$ cat src/hts_pkg.sv
// Shared types and constants of the hybrid tick task scheduler.
// Holds the entry layout, command and event codes, and FSM states.
// No dependencies.
`default_nettype none

package hts_pkg;

    // Default table depth and the cap on result beats per command.
    localparam int NUM_TASKS_DEF = 16;
    localparam int MAX_RES       = 16;

    // Command codes carried in the func field.
    typedef enum logic [2:0] {
        FUNC_TICK     = 3'd0,
        FUNC_DISPATCH = 3'd1,
        FUNC_ADD      = 3'd2,
        FUNC_DELETE   = 3'd3,
        FUNC_ENABLE   = 3'd4,
        FUNC_DISABLE  = 3'd5
    } func_t;

    // Event codes carried in the event_res field.
    typedef enum logic [2:0] {
        EV_NONE  = 3'd0,
        EV_COOP  = 3'd1,
        EV_PRE   = 3'd2,
        EV_ADDED = 3'd3,
        EV_FULL  = 3'd4,
        EV_DONE  = 3'd5
    } ev_t;

    // Sequencer states.
    typedef enum logic [1:0] {
        ST_IDLE,
        ST_WALK,
        ST_SINGLE,
        ST_FINISH
    } state_t;

    // One task table entry as stored in the memory.
    typedef struct packed {
        logic [31:0] countdown;
        logic [31:0] period;
        logic [7:0]  pending;
        logic        coop;
        logic        enabled;
        logic        job;
    } entry_t;

    localparam entry_t ENTRY_RESET = '{
        countdown: 32'd0,
        period:    32'd0,
        pending:   8'd0,
        coop:      1'b1,
        enabled:   1'b0,
        job:       1'b0
    };

endpackage

`default_nettype wire

$ cat src/hybrid_tick_task_scheduler_unit.sv
// Top level of the hybrid tick task scheduler: task table memory and sequencer.
// Depends on hts_pkg.
// Sequencing: tick and dispatch walk the table in ST_WALK, then ST_FINISH loads the final result
//   beat into the output register; other commands pass through ST_SINGLE and then ST_FINISH.
// Throughput: one command at a time; a tick or dispatch walks one table entry per cycle unless
//   a displaced report is held up by output back-pressure, which stalls the walk.
// Reset: per-entry valid bits clear at once, so every entry reads as its reset value.
`default_nettype none

module hybrid_tick_task_scheduler_unit #(
    parameter int NUM_TASKS = hts_pkg::NUM_TASKS_DEF
) (
    input  wire logic        clk,
    input  wire logic        rst_n,
    // Command channel
    input  wire logic        s_axis_tvalid,
    output logic             s_axis_tready,
    // Fields from bit 0 up: func[2:0], task_slot[6:3], has_job[7],
    // first_delay[39:8], period[71:40], coop[72], start_enabled[73], zero pad
    input  wire logic [79:0] s_axis_tdata,
    // Result channel
    output logic             m_axis_tvalid,
    input  wire logic        m_axis_tready,
    // Fields from bit 0 up: event_res[2:0], slot[6:3], zero pad[7]
    output logic [7:0]       m_axis_tdata,
    output logic             m_axis_tlast
);

    // Table index width and the width of the free-slot counter, which must
    // reach NUM_TASKS itself.
    localparam int IW  = (NUM_TASKS > 1) ? $clog2(NUM_TASKS) : 1;
    localparam int NFW = $clog2(NUM_TASKS + 1);
    localparam int NW  = $clog2(hts_pkg::MAX_RES + 1);
    localparam logic [IW-1:0] LAST_IDX = IW'(NUM_TASKS - 1);

    // ------------------------------------------------------------------
    // Input field split
    // ------------------------------------------------------------------
    logic [2:0]     in_func;
    logic [3:0]     in_slot;
    hts_pkg::entry_t in_entry;

    assign in_func  = s_axis_tdata[2:0];
    assign in_slot  = s_axis_tdata[6:3];
    assign in_entry = '{
        countdown: s_axis_tdata[39:8],
        period:    s_axis_tdata[71:40],
        pending:   8'd0,
        coop:      s_axis_tdata[72],
        enabled:   s_axis_tdata[73],
        job:       s_axis_tdata[7]
    };

    // ------------------------------------------------------------------
    // Registers
    // ------------------------------------------------------------------
    hts_pkg::state_t state_reg, state_next;
    logic [IW-1:0]   idx_reg, idx_next;
    logic [NW-1:0]   n_reg, n_next;
    logic [NFW-1:0]  next_free_reg, next_free_next;

    logic [2:0]      func_reg;
    logic [3:0]      ts_reg;
    hts_pkg::entry_t add_reg;

    // Held result: the latest report of a command, released as the final
    // beat once the command is complete, or as a non-final beat when a
    // newer report displaces it.
    logic            held_valid_reg, held_valid_next;
    hts_pkg::ev_t    held_ev_reg, held_ev_next;
    logic [3:0]      held_slot_reg, held_slot_next;

    logic            out_valid_reg, out_valid_next;
    hts_pkg::ev_t    out_ev_reg, out_ev_next;
    logic [3:0]      out_slot_reg, out_slot_next;
    logic            out_last_reg, out_last_next;

    // ------------------------------------------------------------------
    // Task table memory: one write port, one registered read port.
    // Accesses never overlap on one entry: a walk writes entry k back while
    // it reads k + 1, and single-entry commands read in the accept cycle and
    // write in the next one, with the next command accepted only later.
    // ------------------------------------------------------------------
    hts_pkg::entry_t table_mem [NUM_TASKS];
    logic [NUM_TASKS-1:0] entry_valid_reg;
    hts_pkg::entry_t rd_data_reg;
    logic            rd_valid_reg;

    logic            mem_we;
    logic [IW-1:0]   mem_waddr;
    hts_pkg::entry_t mem_wdata;
    logic            mem_re;
    logic [IW-1:0]   mem_raddr;

    always_ff @(posedge clk)
    begin
        if (mem_we)
        begin
            table_mem[mem_waddr] <= mem_wdata;
        end
        if (mem_re)
        begin
            rd_data_reg <= table_mem[mem_raddr];
        end
    end

    always_ff @(posedge clk or negedge rst_n)
    begin
        if (!rst_n)
        begin
            entry_valid_reg <= '0;
            rd_valid_reg    <= 1'b0;
        end
        else
        begin
            if (mem_we)
            begin
                entry_valid_reg[mem_waddr] <= 1'b1;
            end
            if (mem_re)
            begin
                rd_valid_reg <= entry_valid_reg[mem_raddr];
            end
        end
    end

    // An entry never written reads as its reset value.
    hts_pkg::entry_t cur;
    assign cur = rd_valid_reg ? rd_data_reg : hts_pkg::ENTRY_RESET;

    // ------------------------------------------------------------------
    // Walk datapath: update one entry for tick or dispatch
    // ------------------------------------------------------------------
    hts_pkg::entry_t walk_upd;
    logic            walk_rep;
    hts_pkg::ev_t    walk_ev;

    always_comb
    begin
        walk_upd = cur;
        walk_rep = 1'b0;
        walk_ev  = hts_pkg::EV_NONE;
        if (func_reg == hts_pkg::FUNC_TICK)
        begin
            walk_ev = hts_pkg::EV_PRE;
            if (cur.enabled)
            begin
                if (cur.countdown == 32'd0)
                begin
                    // Expired: a cooperative entry queues a run, a
                    // preemptive one with a job reports now.
                    if (cur.coop)
                    begin
                        if (cur.pending != 8'hFF)
                        begin
                            walk_upd.pending = cur.pending + 8'd1;
                        end
                    end
                    else
                    begin
                        walk_rep = cur.job;
                    end
                    // One-shot entries stay at zero and fire every tick.
                    if (cur.period != 32'd0)
                    begin
                        walk_upd.countdown = cur.period;
                    end
                end
                else
                begin
                    walk_upd.countdown = cur.countdown - 32'd1;
                end
            end
        end
        else
        begin
            walk_ev = hts_pkg::EV_COOP;
            if (cur.coop && (cur.pending != 8'd0))
            begin
                walk_rep         = cur.job;
                walk_upd.pending = cur.pending - 8'd1;
            end
            if (cur.period == 32'd0)
            begin
                walk_upd.job = 1'b0;
            end
        end
    end

    // ------------------------------------------------------------------
    // Sequencer
    // ------------------------------------------------------------------
    logic out_free;
    logic rep_keep;
    logic rep_push;
    logic advance;
    logic ts_ok;
    logic nf_ok;

    assign out_free = !out_valid_reg || m_axis_tready;
    // Reports past the per-command cap are dropped; the table still updates.
    assign rep_keep = walk_rep && (n_reg < NW'(hts_pkg::MAX_RES));
    assign rep_push = rep_keep && held_valid_reg;
    // Stall the walk while a displaced report cannot reach the output.
    assign advance  = !rep_push || out_free;
    assign ts_ok    = 32'(ts_reg) < NUM_TASKS;
    assign nf_ok    = 32'(next_free_reg) < NUM_TASKS;

    assign s_axis_tready = (state_reg == hts_pkg::ST_IDLE);

    always_comb
    begin
        state_next      = state_reg;
        idx_next        = idx_reg;
        n_next          = n_reg;
        next_free_next  = next_free_reg;
        held_valid_next = held_valid_reg;
        held_ev_next    = held_ev_reg;
        held_slot_next  = held_slot_reg;
        out_valid_next  = out_valid_reg && !m_axis_tready;
        out_ev_next     = out_ev_reg;
        out_slot_next   = out_slot_reg;
        out_last_next   = out_last_reg;
        mem_we          = 1'b0;
        mem_waddr       = idx_reg;
        mem_wdata       = walk_upd;
        mem_re          = 1'b0;
        mem_raddr       = '0;

        case (state_reg)
            hts_pkg::ST_IDLE:
            begin
                if (s_axis_tvalid)
                begin
                    mem_re          = 1'b1;
                    idx_next        = '0;
                    n_next          = '0;
                    held_valid_next = 1'b0;
                    if (in_func inside {hts_pkg::FUNC_TICK, hts_pkg::FUNC_DISPATCH})
                    begin
                        mem_raddr  = '0;
                        state_next = hts_pkg::ST_WALK;
                    end
                    else
                    begin
                        mem_raddr  = IW'(in_slot);
                        state_next = hts_pkg::ST_SINGLE;
                    end
                end
            end

            hts_pkg::ST_WALK:
            begin
                if (advance)
                begin
                    mem_we    = 1'b1;
                    mem_waddr = idx_reg;
                    mem_wdata = walk_upd;
                    if (rep_keep)
                    begin
                        held_valid_next = 1'b1;
                        held_ev_next    = walk_ev;
                        held_slot_next  = 4'(idx_reg);
                        n_next          = n_reg + NW'(1);
                    end
                    if (rep_push)
                    begin
                        out_valid_next = 1'b1;
                        out_ev_next    = held_ev_reg;
                        out_slot_next  = held_slot_reg;
                        out_last_next  = 1'b0;
                    end
                    if (idx_reg == LAST_IDX)
                    begin
                        state_next = hts_pkg::ST_FINISH;
                    end
                    else
                    begin
                        idx_next  = idx_reg + IW'(1);
                        mem_re    = 1'b1;
                        mem_raddr = idx_reg + IW'(1);
                    end
                end
            end

            hts_pkg::ST_SINGLE:
            begin
                state_next = hts_pkg::ST_FINISH;
                mem_waddr  = IW'(ts_reg);
                mem_wdata  = cur;
                case (func_reg)
                    hts_pkg::FUNC_ADD:
                    begin
                        held_valid_next = 1'b1;
                        if (nf_ok)
                        begin
                            mem_we         = 1'b1;
                            mem_waddr      = IW'(next_free_reg);
                            mem_wdata      = add_reg;
                            next_free_next = next_free_reg + NFW'(1);
                            held_ev_next   = hts_pkg::EV_ADDED;
                            held_slot_next = 4'(next_free_reg);
                        end
                        else
                        begin
                            held_ev_next   = hts_pkg::EV_FULL;
                            held_slot_next = 4'd0;
                        end
                    end
                    hts_pkg::FUNC_DELETE:
                    begin
                        // Clear the entry but keep its mode bit.
                        mem_we            = ts_ok;
                        mem_wdata         = hts_pkg::ENTRY_RESET;
                        mem_wdata.coop    = cur.coop;
                        held_valid_next   = 1'b1;
                        held_ev_next      = hts_pkg::EV_DONE;
                        held_slot_next    = ts_reg;
                    end
                    hts_pkg::FUNC_ENABLE:
                    begin
                        mem_we              = ts_ok;
                        mem_wdata.enabled   = 1'b1;
                        mem_wdata.countdown = cur.period;
                        held_valid_next     = 1'b1;
                        held_ev_next        = hts_pkg::EV_DONE;
                        held_slot_next      = ts_reg;
                    end
                    hts_pkg::FUNC_DISABLE:
                    begin
                        mem_we            = ts_ok;
                        mem_wdata.enabled = 1'b0;
                        held_valid_next   = 1'b1;
                        held_ev_next      = hts_pkg::EV_DONE;
                        held_slot_next    = ts_reg;
                    end
                    default:
                    begin
                        // Unknown command: no edit, finish reports nothing.
                        held_valid_next = 1'b0;
                    end
                endcase
            end

            hts_pkg::ST_FINISH:
            begin
                if (out_free)
                begin
                    out_valid_next  = 1'b1;
                    out_last_next   = 1'b1;
                    out_ev_next     = held_valid_reg ? held_ev_reg : hts_pkg::EV_NONE;
                    out_slot_next   = held_valid_reg ? held_slot_reg : 4'd0;
                    held_valid_next = 1'b0;
                    state_next      = hts_pkg::ST_IDLE;
                end
            end

            default:
            begin
                state_next = hts_pkg::ST_IDLE;
            end
        endcase
    end

    // Control state
    always_ff @(posedge clk or negedge rst_n)
    begin
        if (!rst_n)
        begin
            state_reg      <= hts_pkg::ST_IDLE;
            idx_reg        <= '0;
            n_reg          <= '0;
            next_free_reg  <= '0;
            held_valid_reg <= 1'b0;
            out_valid_reg  <= 1'b0;
        end
        else
        begin
            state_reg      <= state_next;
            idx_reg        <= idx_next;
            n_reg          <= n_next;
            next_free_reg  <= next_free_next;
            held_valid_reg <= held_valid_next;
            out_valid_reg  <= out_valid_next;
        end
    end

    // Payload
    always_ff @(posedge clk)
    begin
        if (s_axis_tvalid && s_axis_tready)
        begin
            func_reg <= in_func;
            ts_reg   <= in_slot;
            add_reg  <= in_entry;
        end
        held_ev_reg   <= held_ev_next;
        held_slot_reg <= held_slot_next;
        out_ev_reg    <= out_ev_next;
        out_slot_reg  <= out_slot_next;
        out_last_reg  <= out_last_next;
    end

    assign m_axis_tvalid = out_valid_reg;
    assign m_axis_tdata  = {1'b0, out_slot_reg, out_ev_reg};
    assign m_axis_tlast  = out_last_reg;

endmodule

`default_nettype wire

$ cat config.mk
export PLATFORM = sky130hd
export DESIGN_NAME = hybrid_tick_task_scheduler_unit
export DESIGN_NICKNAME = d
export VERILOG_FILES = /design/src/hts_pkg.sv /design/src/hybrid_tick_task_scheduler_unit.sv
export SDC_FILE = /design/constraint.sdc
export NUM_CORES = 2
export LEC_CHECK = 0
export ABC_AREA = 1
export BUFFER_PORTS_ARGS = -buffer_cell sky130_fd_sc_hd__buf_4
export CORE_ASPECT_RATIO = 1.5
export CORE_MARGIN = 2
export CORE_UTILIZATION = 60
export DETAILED_ROUTE_END_ITERATION = 8
export PLACE_DENSITY = 0.77
export SYNTH_ARGS = -nofsm -noshare
export SYNTH_HDL_FRONTEND = slang
export SYNTH_SLANG_ARGS = --single-unit
$ cat constraint.sdc
create_clock -name clk -period 11.96 [get_ports clk]
set_input_delay 0 -clock clk [delete_from_list [all_inputs] [get_ports clk]]
set_output_delay 0 -clock clk [all_outputs]
set_load 0.005 [all_outputs]
==> reports/results.md <==
| Result | Value |
|---|---|
| Hold EP | add_reg[28]$_DFFE_PP_ |
| Crit Reg-Reg Startpoint | rd_valid_reg$_DFFE_PN0P_ |
| Buffers added on ports | 87 |
| Vertical extent of the die | 387 um |
| Residual DRC count | 0 |
| Sequential fraction of the synthesis area | 0.714 |
| LEAKAGE | 22.6 nW |
| Fill cell instance count of the final layout | 6432 |
| DRC marker count from the first detailed-route iteration | 5336 |
| Final Routed Wirelength | 159 mm |
| Yosys top cell by area | edfxtp_1 |
| Setup Viol. Count Final | 0 |
| Setup repair bufs after CTS | 0 |
| Synth cell count leaders | 1364 x edfxtp_1, 657 x a21oi_1, 500 x o21ai_0 |
| #FFs+latches synth | 1399 |
| Area growth from synthesis to final layout | 12.6% |
| Worst min-delay path class | input pin to flip-flop |
| Core box area | 0.0969 sq mm |
| CTS sink count | 1399 |
| Longest Clk Path Bufs | 3 |
| Number of enable flip-flop cells after synthesis | 1364 |
| Worst-case reg-to-reg path depth | 19 |
| Clock root buffer master | clkbuf_16 |
| Transition time of the tightest slew-check pin | 1420 ps |
| Beginning of the critical path | rd_valid_reg$_DFFE_PN0P_ |
| Setup TNS after final layout | 0 ps |
| Required time reported for the critical path endpoint | 12460 ps |
| Number of warning messages in the yosys log | 0 |
| Violations in the final reports | negative hold slack |
| Hold_buf cts | 143 |
| Placed wire-length estimate | 81.4 mm |
| Post-detailed-route wirelength per cell | 25.6 um |
| Ratio of cells with drive above 1 in the final layout | 0.102 |
| PD cells | 257 mW/mm^2 |
| Synth unique cells | 49 |
| Synth top area share | 0.699 |
| Setup Slack @ Placement | 5030 ps |
| Worst hold slack after final layout | -5.21 ps |
| Share of synthesized registers carrying an async set or reset | 0.0250 |
| Total iterations of the first detailed-routing run | 7 |
| Global-route wire length before repair | 233 mm |
| Post-layout minimum cycle time | 7180 ps |
| Reg2reg end | rd_data_reg[47]$_DFFE_PP_ |
| Highest ir drop seen on vdd | 0.000225 V |
| Number of global-route vias before repair | 39000 |
| Clock Latency Late Sink | 780 ps |
| Total global routing track utilization | 0.312 |
| Cell types with the largest area share after synthesis | edfxtp_1 70%, a21oi_1 5.6%, o21ai_0 4.3%, o211ai_1 4.0%, inv_1 2.8% |
| Cell Rows | 140 |
| Post-synthesis instance total | 4701 |
| Initial antenna violation count | 1 |
| Hold Crit Depth | 2 |
| Max reg flops | 1200 |
| Largest net degree at the start of global routing | 257 |
| Non-filler cells, final | 6206 |
| Net count of the finished layout | 4922 |
| Count of pins over their slew limit | 0 |
| Starting Density | 0.605 |
| Most used standard cell by instance count after synthesis | edfxtp_1 |
| Source of the worst hold timing path | s_axis_tdata[57] |
| Worst-path fanout max | 186 |
| # H-tree levels | 3 |
| Path type of the worst setup path | flip-flop to flip-flop |
| I/O pin count | 95 |
| Width of the chip | 259 um |
| Via density | 6.54 |
| Net count of the mapped netlist | 4797 |
| Endpoint type of the worst setup path | flip-flop |
| Fin crit share | 0.600 |
| Resize count post-CTS | 0 |
| Inserted Clock Buffers | 121 |
| Status | complete, but fails checks |
| Type of origin of the critical path | flip-flop |
| Detailed-route via count | 40600 |
| Die area | 0.100 sq mm |
| ANT nets after route | 0 |
| Final WS setup | 4780 ps |
| RD Place Congestion | 0.902 |
| CTS clk-pin slew, worst paths | 70 ps |
| Global route total overflow | 0 |
| Average size of a mapped cell | 12.5 sq um |
| Headroom to the max-slew limit | 0.0559 |
| Number of endpoints with negative hold slack in the final report | 1 |
| Unrepaired setup endpoints after global routing | no |
| Area of the mapped netlist | 0.0586 sq mm |
| FF-to-FF setup slack | 4780 ps |
| Arrival @ worst endpoint | 7680 ps |
| CTS tree | built |
| Main flop type after synthesis | edfxtp_1 |
| Cell total after placement | 5838 |
| Max Freq | 139 MHz |
| Maximum capacitance violations | 0 |
| Clock tree skew after final layout | 60.9 ps |
[cell type report]
cell class	instances	area [sq um]	area share
sequential	1399	41800	0.635
multi-input combinational	2529	13700	0.208
clock buffer	142	3210	0.0487
timing repair buffer	336	2940	0.0446
inverter	439	1660	0.0251
tap	1278	1600	0.0243
clock inverter	82	981	0.0149
antenna	1	2.50	0.0000380
[worst max-delay path by stage]
stage	to	slack, ps	depth (start not counted)
after floorplan	entry_valid_reg[11]$_DFFE_PN0P_	3960	18
after global placement	rd_data_reg[47]$_DFFE_PP_	5230	19
after detailed placement	rd_data_reg[57]$_DFFE_PP_	5030	19
after CTS	rd_data_reg[53]$_DFFE_PP_	5000	19
after global routing	rd_data_reg[57]$_DFFE_PP_	4550	19
final	rd_data_reg[47]$_DFFE_PP_	4780	19
[cell usage in the layout (no fill, tap or decap), types with 6 or more instances in the layout]
master         synthesis  final
inv_6                  0      6
bufinv_16              0     18
a21oi_1              657    657
inv_1                436    434
buf_4                  5    189
ha_1                  12     11
nand4_1               19     19
dfrtp_1               35     34
nor3_1                33     17
clkbuf_16              0    122
nand2_1              300    297
a22oi_1                8      8
nor3_2                 1     17
clkbuf_8               0      8
clkinvlp_4             0     11
dlygate4sd3_1          0    142
nand3_1              216    216
clkinv_1               0     17
a21oi_2               30     30
nand2_4                6      8
or2_2                 18     18
a221oi_1              26     26
o221ai_1               8      8
o21ai_1              214    225
nand2_2               21     21
clkinv_2               0     22
nor2_1               101     97
o211ai_1             311    311
edfxtp_1            1364   1364
clkbuf_1             201     12
o21ai_0              500    489
xor2_1                 8      8
[metrics by stage]
step / utilization / total power [mW] / cell area, sq um
5_1_grt: 0.681 / 17.6 / 65900
6_report: 0.681 / 16.9 / 65900
4_1_cts: 0.681 / 16.8 / 65900
3_5_place_dp: 0.623 / 12.7 / 60300
2_1_floorplan: - / 11.1 / 58600
3_3_place_gp: 0.623 / 12.5 / 60300
[metal layers]
metal	part of all wire	wire, um	vias up	global-route usage
met5	0	0	-	0
met4	0.060	9550	0	0.180
met3	0.11	17400	593	0.0507
met2	0.48	76500	2782	0.507
met1	0.35	55200	19500	0.400
li1	-	-	17700	-
[logic make-up (layout without fill, tap and decap cells)]
family / after synthesis / in the layout / synth area share
XOR/XNOR: 10 / 10 / 0.00150
AND/OR/NAND/NOR: 726 / 726 / 0.0560
AO/OA/AOI/OAI: 1780 / 1780 / 0.171
adder cells (fa/ha/maj): 12 / 12 / 0.00256
flip-flops: 1399 / 1399 / 0.714
other: 1 / 2 / 0.0000640
buffers and inverters: 773 / 999 / 0.0547
[worst max-delay path: stages, from the launching register on]
cell and delay (ps):
dfrtp_4 840, buf_4 720, nand2_1 360, ha_1 310
nand2_1 90, nor2_1 50, nand2_1 60, nor2_1 100
nand4_1 190, nand2_2 140, nand4_4 170, nand3_4 680
nand2_8 970, buf_12 500, buf_4 750, a21oi_1 140
o21ai_1 130, o211ai_1 160, nand3_1 140, nand2_1 60
[power by group]
| part | internal, mW | total (mW) | switching [mW] |
|---|---|---|---|
| Sequential | 6.96 | 7.18 | 0.217 |
| Clock | 2.32 | 4.11 | 1.80 |
| Combinational | 1.47 | 5.63 | 4.16 |
| Total | 10.7 | 16.9 | 6.17 |
(Power assumes the default switching activity.)
